<file path="src/sv/tpc_pkg.sv">
// Shared types and constants for the touch position conditioner.
`default_nettype none
package tpc_pkg;
    localparam int BASELINE_SLOTS_DEF  = 8;
    localparam int SAMPLE_BITS_DEF     = 12;
    localparam int MATCH_TOLERANCE_DEF = 128;

    localparam logic [1:0] CMD_TOUCH = 2'd0;
    localparam logic [1:0] CMD_NONE  = 2'd1;
    localparam logic [1:0] CMD_ADD   = 2'd2;
    localparam logic [1:0] CMD_CLEAR = 2'd3;

    localparam logic [1:0] ST_OK     = 2'd0;
    localparam logic [1:0] ST_NOSEED = 2'd1;
    localparam logic [1:0] ST_FULL   = 2'd2;

    localparam logic [2:0] REG_X_LOW  = 3'd0;
    localparam logic [2:0] REG_X_HIGH = 3'd1;
    localparam logic [2:0] REG_Y_LOW  = 3'd2;
    localparam logic [2:0] REG_Y_HIGH = 3'd3;
    localparam logic [2:0] REG_ORIENT = 3'd4;
    localparam logic [2:0] REG_ALPHA  = 3'd5;
    localparam logic [2:0] REG_WIDTH  = 3'd6;
    localparam logic [2:0] REG_HEIGHT = 3'd7;

    typedef enum logic [2:0] {
        S_IDLE,
        S_DIV,
        S_SCALE,
        S_FILT,
        S_SCAN,
        S_OUT
    } state_t;

    typedef struct packed {
        logic start;      // load item, start division
        logic div_step;
        logic do_scale;
        logic do_filt;
        logic scan_step;
        logic finish;     // build result
    } cmd_t;

    typedef struct packed {
        logic div_done;
        logic scan_done;
        logic is_touch;
    } stat_t;
endpackage
`default_nettype wire

</file>
<file path="src/sv/tpc_ctrl.sv">
// Controller state machine for the touch position conditioner.
`default_nettype none
module tpc_ctrl (
    input  wire logic          clk,
    input  wire logic          rst_n,
    input  wire logic          in_valid,
    output logic               in_ready,
    output logic               out_valid,
    input  wire logic          out_ready,
    input  wire tpc_pkg::stat_t st,
    output tpc_pkg::cmd_t      cmd
);
    tpc_pkg::state_t state_reg, state_next;
    logic out_valid_reg, out_valid_next;

    always_ff @(posedge clk or negedge rst_n)
    begin
        if (!rst_n)
        begin
            state_reg     <= tpc_pkg::S_IDLE;
            out_valid_reg <= 1'b0;
        end
        else
        begin
            state_reg     <= state_next;
            out_valid_reg <= out_valid_next;
        end
    end

    always_comb
    begin
        state_next     = state_reg;
        out_valid_next = out_valid_reg;
        cmd            = '0;
        in_ready       = 1'b0;
        if (out_valid_reg && out_ready)
            out_valid_next = 1'b0;
        case (state_reg)
            tpc_pkg::S_IDLE:
            begin
                in_ready = 1'b1;
                if (in_valid)
                begin
                    cmd.start  = 1'b1;
                    state_next = tpc_pkg::S_DIV;
                end
            end
            tpc_pkg::S_DIV:
            begin
                if (!st.is_touch)
                    state_next = tpc_pkg::S_OUT;
                else if (st.div_done)
                    state_next = tpc_pkg::S_SCALE;
                else
                    cmd.div_step = 1'b1;
            end
            tpc_pkg::S_SCALE:
            begin
                cmd.do_scale = 1'b1;
                state_next   = tpc_pkg::S_FILT;
            end
            tpc_pkg::S_FILT:
            begin
                cmd.do_filt = 1'b1;
                state_next  = tpc_pkg::S_SCAN;
            end
            tpc_pkg::S_SCAN:
            begin
                if (st.scan_done)
                    state_next = tpc_pkg::S_OUT;
                else
                    cmd.scan_step = 1'b1;
            end
            tpc_pkg::S_OUT:
            begin
                if (!out_valid_reg || out_ready)
                begin
                    cmd.finish     = 1'b1;
                    out_valid_next = 1'b1;
                    state_next     = tpc_pkg::S_IDLE;
                end
            end
            default: state_next = tpc_pkg::S_IDLE;
        endcase
    end

    assign out_valid = out_valid_reg;

    a_out_hold: assert property (@(posedge clk) disable iff (!rst_n)
        out_valid_reg && !out_ready |=> out_valid_reg)
        else $error("result dropped while stalled");
    a_idle_ready: assert property (@(posedge clk) disable iff (!rst_n)
        in_ready |-> state_reg == tpc_pkg::S_IDLE)
        else $error("ready outside idle");
    a_finish_only_out: assert property (@(posedge clk) disable iff (!rst_n)
        cmd.finish |=> out_valid_reg)
        else $error("finish without result");
endmodule
`default_nettype wire

</file>
<file path="src/sv/tpc_datapath.sv">
// Datapath: normalizing divider, scaling, IIR filter, baseline store and scan.
`default_nettype none
module tpc_datapath #(
    parameter int BASELINE_SLOTS  = tpc_pkg::BASELINE_SLOTS_DEF,
    parameter int SAMPLE_BITS     = tpc_pkg::SAMPLE_BITS_DEF,
    parameter int MATCH_TOLERANCE = tpc_pkg::MATCH_TOLERANCE_DEF
) (
    input  wire logic             clk,
    input  wire logic             rst_n,
    input  wire tpc_pkg::cmd_t    cmd,
    output tpc_pkg::stat_t        st,
    input  wire logic             cfg_we,
    input  wire logic [2:0]       cfg_idx,
    input  wire logic [15:0]      cfg_data,
    output logic [31:0]           cfg_rdata,
    input  wire logic [1:0]       command,
    input  wire logic [11:0]      x_sample,
    input  wire logic [11:0]      y_sample,
    output logic                  valid_res,
    output logic [15:0]           x_pos,
    output logic [15:0]           y_pos,
    output logic [11:0]           x_echo,
    output logic [11:0]           y_echo,
    output logic [1:0]            status,
    output logic [3:0]            baseline_count
);
    localparam int SB  = SAMPLE_BITS;
    localparam int IW  = (BASELINE_SLOTS > 1) ? $clog2(BASELINE_SLOTS) : 1;
    localparam int CW  = $clog2(BASELINE_SLOTS + 1);
    localparam int QW  = 17;
    localparam logic [11:0] SMASK = 12'((32'd1 << ((SB < 12) ? SB : 12)) - 1);

    logic [11:0] xl_reg, xh_reg, yl_reg, yh_reg;
    logic [2:0]  orient_reg;
    logic [8:0]  alpha_reg;
    logic [15:0] pw_reg, ph_reg;

    always_ff @(posedge clk or negedge rst_n)
    begin
        if (!rst_n)
        begin
            xl_reg <= 12'd0; xh_reg <= 12'd4095;
            yl_reg <= 12'd0; yh_reg <= 12'd4095;
            orient_reg <= 3'd0; alpha_reg <= 9'd64;
            pw_reg <= 16'd3200; ph_reg <= 16'd3200;
        end
        else if (cfg_we)
        begin
            case (cfg_idx)
                tpc_pkg::REG_X_LOW:  xl_reg <= cfg_data[11:0];
                tpc_pkg::REG_X_HIGH: xh_reg <= cfg_data[11:0];
                tpc_pkg::REG_Y_LOW:  yl_reg <= cfg_data[11:0];
                tpc_pkg::REG_Y_HIGH: yh_reg <= cfg_data[11:0];
                tpc_pkg::REG_ORIENT: orient_reg <= cfg_data[2:0];
                tpc_pkg::REG_ALPHA:  alpha_reg <= cfg_data[8:0];
                tpc_pkg::REG_WIDTH:  pw_reg <= cfg_data;
                tpc_pkg::REG_HEIGHT: ph_reg <= cfg_data;
                default: ;
            endcase
        end
    end

    always_comb
    begin
        case (cfg_idx)
            tpc_pkg::REG_X_LOW:  cfg_rdata = {20'd0, xl_reg};
            tpc_pkg::REG_X_HIGH: cfg_rdata = {20'd0, xh_reg};
            tpc_pkg::REG_Y_LOW:  cfg_rdata = {20'd0, yl_reg};
            tpc_pkg::REG_Y_HIGH: cfg_rdata = {20'd0, yh_reg};
            tpc_pkg::REG_ORIENT: cfg_rdata = {29'd0, orient_reg};
            tpc_pkg::REG_ALPHA:  cfg_rdata = {23'd0, alpha_reg};
            tpc_pkg::REG_WIDTH:  cfg_rdata = {16'd0, pw_reg};
            tpc_pkg::REG_HEIGHT: cfg_rdata = {16'd0, ph_reg};
            default:             cfg_rdata = 32'd0;
        endcase
    end

    // item and division state
    logic [1:0]  cmd_reg;
    logic [11:0] xs_reg, ys_reg;
    logic [12:0] spx_reg, spy_reg;                   // positive magnitudes
    logic [1:0]  satx_reg, saty_reg;                 // 0 div, 1 zero, 2 one
    logic [12:0] rx_reg, ry_reg;
    logic [QW-1:0] qx_reg, qy_reg;
    logic [4:0]  dcnt_reg;
    logic [15:0] px_reg, py_reg;
    logic [15:0] fx_reg, fy_reg;
    logic        seeded_reg;
    logic [CW-1:0] nb_reg;
    logic [CW-1:0] nb_count_reg;
    logic [CW-1:0] scan_reg;
    logic        match_reg;
    logic [15:0] bx_mem [BASELINE_SLOTS];
    logic [15:0] by_mem [BASELINE_SLOTS];
    logic [15:0] bx_rd_reg, by_rd_reg;
    logic        rd_vld_reg;

    function automatic logic [27:0] prep(input logic [11:0] s, input logic [11:0] lo,
                                         input logic [11:0] hi);
        logic signed [13:0] d, sp;
        logic [1:0] sat;
        begin
            d  = $signed({2'b0, s & SMASK}) - $signed({2'b0, lo & SMASK});
            sp = $signed({2'b0, hi & SMASK}) - $signed({2'b0, lo & SMASK});
            if (sp == 14'sd0) sp = 14'sd1;
            if (sp < 0)
            begin
                sp = -sp;
                d  = -d;
            end
            if (d <= 0) sat = 2'd1;
            else if (d >= sp) sat = 2'd2;
            else sat = 2'd0;
            prep = {sat, d[12:0], sp[12:0]};
        end
    endfunction

    logic [27:0] px_prep, py_prep;
    assign px_prep = prep(x_sample, xl_reg, xh_reg);
    assign py_prep = prep(y_sample, yl_reg, yh_reg);

    logic [13:0] rxs, rys;
    assign rxs = {rx_reg, 1'b0} - {1'b0, spx_reg};
    assign rys = {ry_reg, 1'b0} - {1'b0, spy_reg};

    logic [16:0] nx, ny, nx_o, ny_o;
    always_comb
    begin
        nx = (satx_reg == 2'd1) ? 17'd0 : (satx_reg == 2'd2) ? 17'h10000 : qx_reg;
        ny = (saty_reg == 2'd1) ? 17'd0 : (saty_reg == 2'd2) ? 17'h10000 : qy_reg;
        nx_o = orient_reg[2] ? ny : nx;
        ny_o = orient_reg[2] ? nx : ny;
        if (orient_reg[0]) nx_o = 17'h10000 - nx_o;
        if (orient_reg[1]) ny_o = 17'h10000 - ny_o;
    end

    logic [32:0] sx_prod, sy_prod;
    assign sx_prod = nx_o * pw_reg;
    assign sy_prod = ny_o * ph_reg;

    logic [8:0] a_eff;
    assign a_eff = (alpha_reg == 9'd0) ? 9'd1 : (alpha_reg > 9'd256) ? 9'd256 : alpha_reg;
    logic [25:0] smx, smy;
    assign smx = a_eff * px_reg + (9'd256 - a_eff) * fx_reg + 26'd128;
    assign smy = a_eff * py_reg + (9'd256 - a_eff) * fy_reg + 26'd128;

    logic [15:0] adx, ady;
    assign adx = (fx_reg > bx_rd_reg) ? fx_reg - bx_rd_reg : bx_rd_reg - fx_reg;
    assign ady = (fy_reg > by_rd_reg) ? fy_reg - by_rd_reg : by_rd_reg - fy_reg;
    logic hit;
    assign hit = rd_vld_reg && ({1'b0, adx} < 17'(MATCH_TOLERANCE))
                 && ({1'b0, ady} < 17'(MATCH_TOLERANCE));

    assign st.div_done  = (dcnt_reg == 5'd0);
    assign st.scan_done = (scan_reg >= nb_reg) && !rd_vld_reg;
    assign st.is_touch  = (cmd_reg == tpc_pkg::CMD_TOUCH);

    always_ff @(posedge clk)
    begin
        if (cmd.start)
        begin
            cmd_reg  <= command;
            xs_reg   <= x_sample;
            ys_reg   <= y_sample;
            satx_reg <= px_prep[27:26];
            saty_reg <= py_prep[27:26];
            rx_reg   <= px_prep[25:13];
            ry_reg   <= py_prep[25:13];
            spx_reg  <= px_prep[12:0];
            spy_reg  <= py_prep[12:0];
            qx_reg   <= '0;
            qy_reg   <= '0;
            dcnt_reg <= 5'd16;
        end
        if (cmd.div_step)
        begin
            // restoring division, one quotient bit per axis
            if (!rxs[13])
            begin
                rx_reg <= rxs[12:0];
                qx_reg <= {qx_reg[QW-2:0], 1'b1};
            end
            else
            begin
                rx_reg <= {rx_reg[11:0], 1'b0};
                qx_reg <= {qx_reg[QW-2:0], 1'b0};
            end
            if (!rys[13])
            begin
                ry_reg <= rys[12:0];
                qy_reg <= {qy_reg[QW-2:0], 1'b1};
            end
            else
            begin
                ry_reg <= {ry_reg[11:0], 1'b0};
                qy_reg <= {qy_reg[QW-2:0], 1'b0};
            end
            dcnt_reg <= dcnt_reg - 5'd1;
        end
        if (cmd.do_scale)
        begin
            px_reg <= sx_prod[31:16];
            py_reg <= sy_prod[31:16];
        end
        if (cmd.scan_step)
        begin
            if (scan_reg < nb_reg)
            begin
                bx_rd_reg <= bx_mem[scan_reg[IW-1:0]];
                by_rd_reg <= by_mem[scan_reg[IW-1:0]];
            end
        end
        if (cmd.finish)
        begin
            case (cmd_reg)
                tpc_pkg::CMD_TOUCH:
                begin
                    valid_res <= !match_reg;
                    x_pos     <= fx_reg;
                    y_pos     <= fy_reg;
                    x_echo    <= xs_reg;
                    y_echo    <= ys_reg;
                    status    <= tpc_pkg::ST_OK;
                end
                tpc_pkg::CMD_ADD:
                begin
                    valid_res <= 1'b0;
                    x_pos     <= 16'd0;
                    y_pos     <= 16'd0;
                    x_echo    <= 12'd0;
                    y_echo    <= 12'd0;
                    if (!seeded_reg) status <= tpc_pkg::ST_NOSEED;
                    else if (nb_reg >= CW'(BASELINE_SLOTS)) status <= tpc_pkg::ST_FULL;
                    else
                    begin
                        status <= tpc_pkg::ST_OK;
                        bx_mem[nb_reg[IW-1:0]] <= fx_reg;
                        by_mem[nb_reg[IW-1:0]] <= fy_reg;
                    end
                end
                default:
                begin
                    valid_res <= 1'b0;
                    x_pos     <= 16'd0;
                    y_pos     <= 16'd0;
                    x_echo    <= 12'd0;
                    y_echo    <= 12'd0;
                    status    <= tpc_pkg::ST_OK;
                end
            endcase
        end
    end

    logic [CW-1:0] nb_after;
    always_comb
    begin
        nb_after = nb_reg;
        if (cmd_reg == tpc_pkg::CMD_CLEAR) nb_after = '0;
        else if (cmd_reg == tpc_pkg::CMD_ADD && seeded_reg
                 && nb_reg < CW'(BASELINE_SLOTS))
            nb_after = nb_reg + CW'(1);
    end
    assign baseline_count = 4'(nb_count_reg);

    always_ff @(posedge clk or negedge rst_n)
    begin
        if (!rst_n)
        begin
            fx_reg       <= 16'd0;
            fy_reg       <= 16'd0;
            seeded_reg   <= 1'b0;
            nb_reg       <= '0;
            nb_count_reg <= '0;
            scan_reg     <= '0;
            match_reg    <= 1'b0;
            rd_vld_reg   <= 1'b0;
        end
        else
        begin
            if (cfg_we && cfg_idx <= tpc_pkg::REG_HEIGHT)
                seeded_reg <= 1'b0;
            if (cmd.do_filt)
            begin
                if (!seeded_reg)
                begin
                    fx_reg <= px_reg;
                    fy_reg <= py_reg;
                end
                else
                begin
                    fx_reg <= smx[23:8];
                    fy_reg <= smy[23:8];
                end
                seeded_reg <= 1'b1;
                scan_reg   <= '0;
                match_reg  <= 1'b0;
                rd_vld_reg <= 1'b0;
            end
            if (cmd.scan_step)
            begin
                if (hit) match_reg <= 1'b1;
                rd_vld_reg <= (scan_reg < nb_reg);
                if (scan_reg < nb_reg) scan_reg <= scan_reg + CW'(1);
            end
            if (cmd.finish)
            begin
                if (cmd_reg == tpc_pkg::CMD_NONE) seeded_reg <= 1'b0;
                nb_reg       <= nb_after;
                nb_count_reg <= nb_after;
            end
        end
    end

    a_div_len: assert property (@(posedge clk) disable iff (!rst_n)
        cmd.start |=> dcnt_reg == 5'd16)
        else $error("division count not loaded");
    a_nb_range: assert property (@(posedge clk) disable iff (!rst_n)
        nb_reg <= CW'(BASELINE_SLOTS))
        else $error("baseline count overflow");
    a_seed_after_filt: assert property (@(posedge clk) disable iff (!rst_n)
        cmd.do_filt && !cfg_we |=> seeded_reg)
        else $error("filter not seeded");
endmodule
`default_nettype wire

</file>
<file path="src/sv/touch_position_conditioner.sv">
// Touch position conditioner: controller state machine and datapath, one item at a time.
// Touched sample: 16-step division, scale, filter, then a scan of the N stored
// baselines; other commands go from the division state straight to the result.
// The next item is accepted only once the controller is back in idle, after the result
// is registered; a result still stalled holds the next one in the output state.
// Reset: rst_n asynchronous; config registers to defaults, filter empty, baseline list empty.
`default_nettype none
module touch_position_conditioner #(
    parameter int BASELINE_SLOTS  = tpc_pkg::BASELINE_SLOTS_DEF,
    parameter int SAMPLE_BITS     = tpc_pkg::SAMPLE_BITS_DEF,
    parameter int MATCH_TOLERANCE = tpc_pkg::MATCH_TOLERANCE_DEF
) (
    input  wire logic        clk,
    input  wire logic        rst_n,
    input  wire logic        psel,
    input  wire logic        penable,
    input  wire logic        pwrite,
    input  wire logic [4:0]  paddr,
    input  wire logic [31:0] pwdata,
    output logic [31:0]      prdata,
    output logic             pready,
    input  wire logic        in_valid,
    output logic             in_ready,
    input  wire logic [1:0]  command,
    input  wire logic [11:0] x_sample,
    input  wire logic [11:0] y_sample,
    output logic             out_valid,
    input  wire logic        out_ready,
    output logic             valid_res,
    output logic [15:0]      x_pos,
    output logic [15:0]      y_pos,
    output logic [11:0]      x_echo,
    output logic [11:0]      y_echo,
    output logic [1:0]       status,
    output logic [3:0]       baseline_count
);
    tpc_pkg::cmd_t  cmd;
    tpc_pkg::stat_t st;
    logic cfg_we;

    assign pready = 1'b1;
    assign cfg_we = psel && penable && pwrite;

    tpc_ctrl u_ctrl (
        .clk(clk), .rst_n(rst_n),
        .in_valid(in_valid), .in_ready(in_ready),
        .out_valid(out_valid), .out_ready(out_ready),
        .st(st), .cmd(cmd)
    );

    tpc_datapath #(
        .BASELINE_SLOTS(BASELINE_SLOTS),
        .SAMPLE_BITS(SAMPLE_BITS),
        .MATCH_TOLERANCE(MATCH_TOLERANCE)
    ) u_dp (
        .clk(clk), .rst_n(rst_n), .cmd(cmd), .st(st),
        .cfg_we(cfg_we), .cfg_idx(paddr[4:2]), .cfg_data(pwdata[15:0]),
        .cfg_rdata(prdata),
        .command(command), .x_sample(x_sample), .y_sample(y_sample),
        .valid_res(valid_res), .x_pos(x_pos), .y_pos(y_pos),
        .x_echo(x_echo), .y_echo(y_echo), .status(status),
        .baseline_count(baseline_count)
    );
endmodule
`default_nettype wire
</file>
<file path="config.mk">
export PLATFORM = sky130hd
export DESIGN_NAME = touch_position_conditioner
export DESIGN_NICKNAME = d
export VERILOG_FILES = /design/src/sv/tpc_pkg.sv /design/src/sv/tpc_ctrl.sv /design/src/sv/tpc_datapath.sv /design/src/sv/touch_position_conditioner.sv
export SDC_FILE = /design/constraint.sdc
export NUM_CORES = 2
export LEC_CHECK = 0
export BUFFER_PORTS_ARGS = -buffer_cell sky130_fd_sc_hd__buf_2
export CORE_ASPECT_RATIO = 1.4
export CORE_MARGIN = 2
export CORE_UTILIZATION = 70
export CTS_BUF_LIST = sky130_fd_sc_hd__clkbuf_16
export DETAILED_ROUTE_END_ITERATION = 12
export PLACE_DENSITY = 0.88
export SYNTH_ARGS = -nofsm -noshare
export SYNTH_HDL_FRONTEND = slang
export SYNTH_SLANG_ARGS = --single-unit
</file>
<file path="constraint.sdc">
create_clock -name clk -period 26 [get_ports clk]
set_clock_uncertainty 0.2 [all_clocks]
set_input_delay 1.3 -clock clk [delete_from_list [all_inputs] [get_ports clk]]
set_output_delay 1.3 -clock clk [all_outputs]
set_load 0.02 [all_outputs]
</file>
==> Word level (Yosys, flattened, before mapping) <==
Memory sizes are Yosys's and may differ from the RTL's. A register that Yosys moved wholly into a read port is not among the register bits.
Index checks and enable logic that the tools add are counted.
{ "word_totals": {"register_bits": 351, "ramBits": 256, "out_inout_bits": 98, "elab_cells": 222, "mem_count": 2} }
{ "memory_table": {"columns": ["name", "words", "width", "read_ports", "rd_ports_with_merged_regs", "write_ports", "line", "text"], "rows": [
  ["u_dp.bx_mem", 8, 16, 1, 1, 1, "tpc_datapath.sv:93", "logic [15:0] bx_mem [BASELINE_SLOTS];"],
  ["u_dp.by_mem", 8, 16, 1, 1, 1, "tpc_datapath.sv:94", "logic [15:0] by_mem [BASELINE_SLOTS];"]
]} }
{ "classes": {"addsub": 24, "mul": 6, "order_cmp": 16, "n_eq_ne": 23, "mux": 78, "reduce_logical": 35} }
{ "ops": {"columns": ["op", "count"], "rows": [
  ["one-hot mux 32 bit (8 select lines)", 1],
  ["2-to-1 mux 17 bit", 11],
  ["2-to-1 mux 14 bit", 6],
  ["2-to-1 mux 13 bit", 6],
  ["multiplier 17 x 16 -> 32 bit", 2],
  ["2-to-1 mux 16 bit", 4],
  ["subtractor 16 bit", 4],
  ["negator 14 bit", 4],
  ["multiplier 26 x 16 -> 24 bit", 2],
  ["subtractor 12 x 12 -> 13 bit", 4],
  ["adder 24 bit", 2],
  ["adder 24 x 8 -> 24 bit, second input constant", 2],
  ["multiplier 9 x 16 -> 24 bit", 2],
  ["subtractor 17 bit, first input constant", 2],
  ["greater-than comparator 16 bit", 2],
  ["< comparator 16 x 8 -> 1 bit, second input constant", 2],
  ["2-to-1 mux 1 bit", 32],
  [">= comparator 14 bit", 2],
  ["<= comparator 14 x 1 -> 1 bit, second input constant", 2],
  ["zero test 14 bit", 2],
  ["< comparator 14 x 1 -> 1 bit, second input constant", 2],
  ["subtractor 14 x 13 -> 14 bit", 2],
  ["AND reduction 2 bit", 11],
  ["2-to-1 mux 4 bit", 5],
  ["31 further kinds", 68]
]} }

==> Logic depth before layout (Yosys ltp) <==
{ "logic_depth": {"depth_word": 8, "ltp_mapped": 36} }

==> Hierarchy <==
From an unflattened synthesis, not the netlist that was laid out.
{ "unflattened": {"hier_cells": 6832, "hier_area_um2": 69948.3} }
{ "by_module_without_submodules": {"columns": ["mod", "instances", "cells_each", "area_per_inst_um2", "seq_area_each_um2"], "rows": [
  ["tpc_datapath", 1, 6795, 69636.8, 18431.4],
  ["tpc_ctrl", 1, 34, 294.0, 100.1],
  ["touch_position_conditioner", 1, 3, 17.5, 0.0]
]} }

==> Worst setup path before layout <==
Ideal clock, no wire load.
{ "synth_timing": {"path_type": "input to register", "startpoint": "in out_ready", "endpoint": "mem u_dp.bx_mem[0][0], enable pin", "arrival_ns": 8.810, "path_slack_ns": 16.529, "stages": 4, "n_path_buf": 0, "path_cell_list": "nor2b_1 -> nor3_1 -> nand4_1 -> nor3_1"} }
{ "synth_rtl": {"columns": ["item", "line", "text"], "rows": [
  ["from (decl)", "touch_position_conditioner.sv:28", "input wire logic out_ready,"],
  ["to (decl)", "tpc_datapath.sv:93", null]
]} }

==> Worst setup path after layout <==
{ "layout_timing": {"startpoint": "reg u_dp.alpha_reg[6]", "endpoint": "reg u_dp.fx_reg[15]"} }
{ "layout_between": {"elab_chain_cells": 8} }
{ "layout_lines": {"columns": ["item", "line", "text"], "rows": [
  ["from (decl)", "tpc_datapath.sv:35", "logic [8:0] alpha_reg;"],
  ["from (signal assigned)", "tpc_datapath.sv:55", "tpc_pkg::REG_ALPHA: alpha_reg <= cfg_data[8:0];"],
  ["greater-than comparator 9 bit", "tpc_datapath.sv:142", "assign a_eff = (alpha_reg == 9'd0) ? 9'd1 : (alpha_reg > 9'd256) ? 9'd256 : alpha_reg;"],
  ["2-to-1 mux 9 bit", "tpc_datapath.sv:142", null],
  ["2-to-1 mux 9 bit (*)", "tpc_datapath.sv:142", null],
  ["subtractor 9 x 9 -> 10 bit", "tpc_datapath.sv:144", "assign smx = a_eff * px_reg + (9'd256 - a_eff) * fx_reg + 26'd128;"],
  ["multiplier 26 x 16 -> 24 bit", "tpc_datapath.sv:144", null],
  ["adder 24 bit (*)", "tpc_datapath.sv:144", null],
  ["adder 24 x 8 -> 24 bit (*)", "tpc_datapath.sv:144", null],
  ["2-to-1 mux 16 bit (*)", "tpc_datapath.sv:284", "if (!seeded_reg)"],
  ["to (signal assigned)", "tpc_datapath.sv:286", "fx_reg <= px_reg;"],
  ["to (signal assigned)", "tpc_datapath.sv:291", "fx_reg <= smx[23:8];"],
  ["to (decl)", "tpc_datapath.sv:87", "logic [15:0] fx_reg, fy_reg;"]
]} }
Mark *: on every way between the ends. The rest lies on a longest branch, timed or not.
A chain may end at the register's enable or synchronous reset.

==> results_dict.tcl <==
set metrics [dict create \
    status "complete, no violations" \
    cts.reportedPaths.clkPinSlew_ps 70 \
    fp.dieArea_um2 106000 \
    initial_core_util 0.705 \
    critPathCaptureType "flop" \
    grt_antenna_before_repair 2 \
    fillers 6302 \
    cts_buffers 70 \
    first_pass_grt_wire_length_mm 298 \
    ioPinCount 168 \
    fin_nets 8739 \
    cts.hold.buffers_added 0 \
    cap_viol_max_count 0 \
    first_global_vias 58760 \
    final.hold.worst_slack_ps 312 \
    synth-edff-count 500 \
    rsz0062_at_grt "no" \
    timing.setup.tns_ps 0 \
    area_growth_pct 6.47 \
    drt_wl_total_mm 185 \
    dp_hpwl_mm 137 \
    synth.avg_cell_area_um2 10.2 \
    drt-vias-per-instance 6.22 \
    number_of_flip_flops_and_latches_in_the_synthesized_netlist 639 \
    detail_route.wl_per_cell_um 21.8 \
    cts-root-to-sink-buffers 3 \
    die_height_um 384 \
    antenna_left 0 \
    crit_path_max_incr_delay_ps 630 \
    synth_seq_area_share 0.257 \
    critPathKind "flop to flop" \
    grt_start_max_net_pins 91 \
    finalHoldViolCount 0 \
    cts_tree "done" \
    gr-usage-all-layers 0.364 \
    async_flop_share 0.218 \
    critPathMostFrequentCell "fa_1" \
    syn_inst 7046 \
    worst_slew_pin_slew_ps 1200 \
    clk-insertion-delay-late_ps 690 \
    slew_viol_final 0 \
    die_width_um 275 \
    layout-drive-gt1-share 0.0878 \
    cts.repair.resized 0 \
    globalRouteOverflowTotal 0 \
    crit_path_time_final_ps 11250 \
    path_buf_inv 8 \
    setup_viol 0 \
    crit_slowest_cell "a211oi_1" \
    port_buffers 132 \
    vias 52777 \
    synth.lib_cells_used.distinct 93 \
    post_cts.repair.setup_buffers 0 \
    clockRootBuffer "clkbuf_16" \
    start_kind "flop" \
    timing.critical_path.fanout_max 40 \
    first_pass_iters 8 \
    initialDrtViolationCount 4877 \
    cts-htree-levels 3 \
    min_period_over_period 0.433 \
    register_area_um2 18500 \
    gpl.final_weighted_congestion 0.940 \
    cp_top_family "adder cells" \
    synthesis.yosys.warnings 0 \
    tritoncts_num_sinks 639 \
    holdCritPathClass "flop to flop" \
    core_area_um2 102000 \
    std_cell_rows 139 \
    mappedNetlistArea_um2 72100 \
    maxClockFrequency_ghz 0.0889 \
    most_frequently_used_flop_master_after_synthesis "edfxtp_1" \
    drc 0 \
    critPathRequiredTime_ps 26330 \
    arrival_ps 11580 \
    multiInputGateArea_um2 47800 \
    slew_headroom 0.200 \
]
-- per-layer routing --
layer | global-route usage | share of wire | routed length, µm | vias up
met5 | 0 | 0 | 0 | -
met1 | 0.393 | 0.32 | 59600 | 26285
met3 | 0.0695 | 0.082 | 15100 | 1099
met4 | 0.254 | 0.080 | 14700 | 0
met2 | 0.639 | 0.52 | 95200 | 2992
li1 | - | - | - | 22401
-- cells in the mapped netlist, types with 108 or more instances --
master / count / area [µm²]
inv_1: 1340 / 5030
fa_1: 1020 / 20400
nand2_1: 812 / 3050
ha_1: 567 / 7090
and2_1: 534 / 3340
edfxtp_1: 500 / 15000
clkbuf_1: 281 / 1050
nor2_1: 243 / 912
o21ai_0: 202 / 1010
xnor2_1: 170 / 1490
a21oi_1: 160 / 801
mux2_2: 117 / 1320
dfrtp_1: 108 / 2700
-- cell usage in the layout (no fill, tap or decap), types with 67 or more instances in the layout --
| cell type | Yosys | routed |
|---|---|---|
| fa_1 | 1020 | 1020 |
| mux4_2 | 67 | 67 |
| mux2i_1 | 76 | 76 |
| xnor2_1 | 170 | 153 |
| o21ai_0 | 202 | 202 |
| nand2_1 | 812 | 812 |
| buf_2 | 5 | 131 |
| clkbuf_16 | 0 | 75 |
| buf_4 | 17 | 74 |
| ha_1 | 567 | 567 |
| edfxtp_1 | 500 | 500 |
| conb_1 | 2 | 97 |
| nand3_1 | 79 | 79 |
| nor2_1 | 243 | 234 |
| a21oi_1 | 160 | 159 |
| inv_1 | 1340 | 1351 |
| and2_1 | 534 | 533 |
| mux2_2 | 117 | 117 |
| dfrtp_1 | 108 | 104 |
-- cells by family (layout without fill, tap and decap cells) --
kind of cell / after synthesis / count (layout) / synth area share
multiplexers: 260 / 260 / 0.0498
adder cells (fa/ha/maj): 1587 / 1587 / 0.382
AND/OR/NAND/NOR: 1959 / 1959 / 0.133
other: 2 / 102 / 0.000104
buffers and inverters: 1677 / 1675 / 0.0883
XOR/XNOR: 233 / 233 / 0.0283
AO/OA/AOI/OAI: 689 / 689 / 0.0620
flip-flops: 639 / 639 / 0.257
-- cell type report --
| cell class | instances | share of cell area |
|---|---|---|
| timing repair buffer | 206 | 0.0159 |
| antenna | 5 | 0.000163 |
| inverter | 1340 | 0.0656 |
| multi-input combinational | 4825 | 0.624 |
| clock buffer | 75 | 0.0245 |
| sequential | 639 | 0.242 |
| clock inverter | 54 | 0.00688 |
| tap | 1339 | 0.0218 |
-- stage by stage --
stage                util  worst slack [ps]  area (µm²)  std cells
floorplan               -             16530       72400       7141
detailed placement  0.727             15340       74300       8349
global route        0.750             14460       76700       8479
global placement    0.727             15630       74300       8349
CTS                 0.750             15060       76700       8478
finish              0.750             14750       76700       8483
-- final timing paths --
path | startpoint | to | slack, ps | cells past startpoint
min in group asynchronous | rst_n | u_dp.xl_reg[10]$_DFFE_PN0P_ | 480 | 1
max in group asynchronous | rst_n | u_dp.scan_reg[0]$_DFF_PN0_ | 23620 | 2
worst max-delay path | u_dp.alpha_reg[6]$_DFFE_PN1P_ | u_dp.fx_reg[15]$_DFFE_PN0P_ | 14750 | 35
worst max register to register | u_dp.alpha_reg[6]$_DFFE_PN1P_ | u_dp.fx_reg[15]$_DFFE_PN0P_ | 14750 | 35
worst min-delay path | u_dp.xs_reg[11]$_DFFE_PP_ | u_dp.x_echo[11]$_SDFFCE_PP0P_ | 310 | 1
worst min register to register | u_dp.xs_reg[11]$_DFFE_PP_ | u_dp.x_echo[11]$_SDFFCE_PP0P_ | 310 | 1
Power is not shown: default switching activity piles up to over one toggle a cycle in this logic, so the estimate is an artifact.
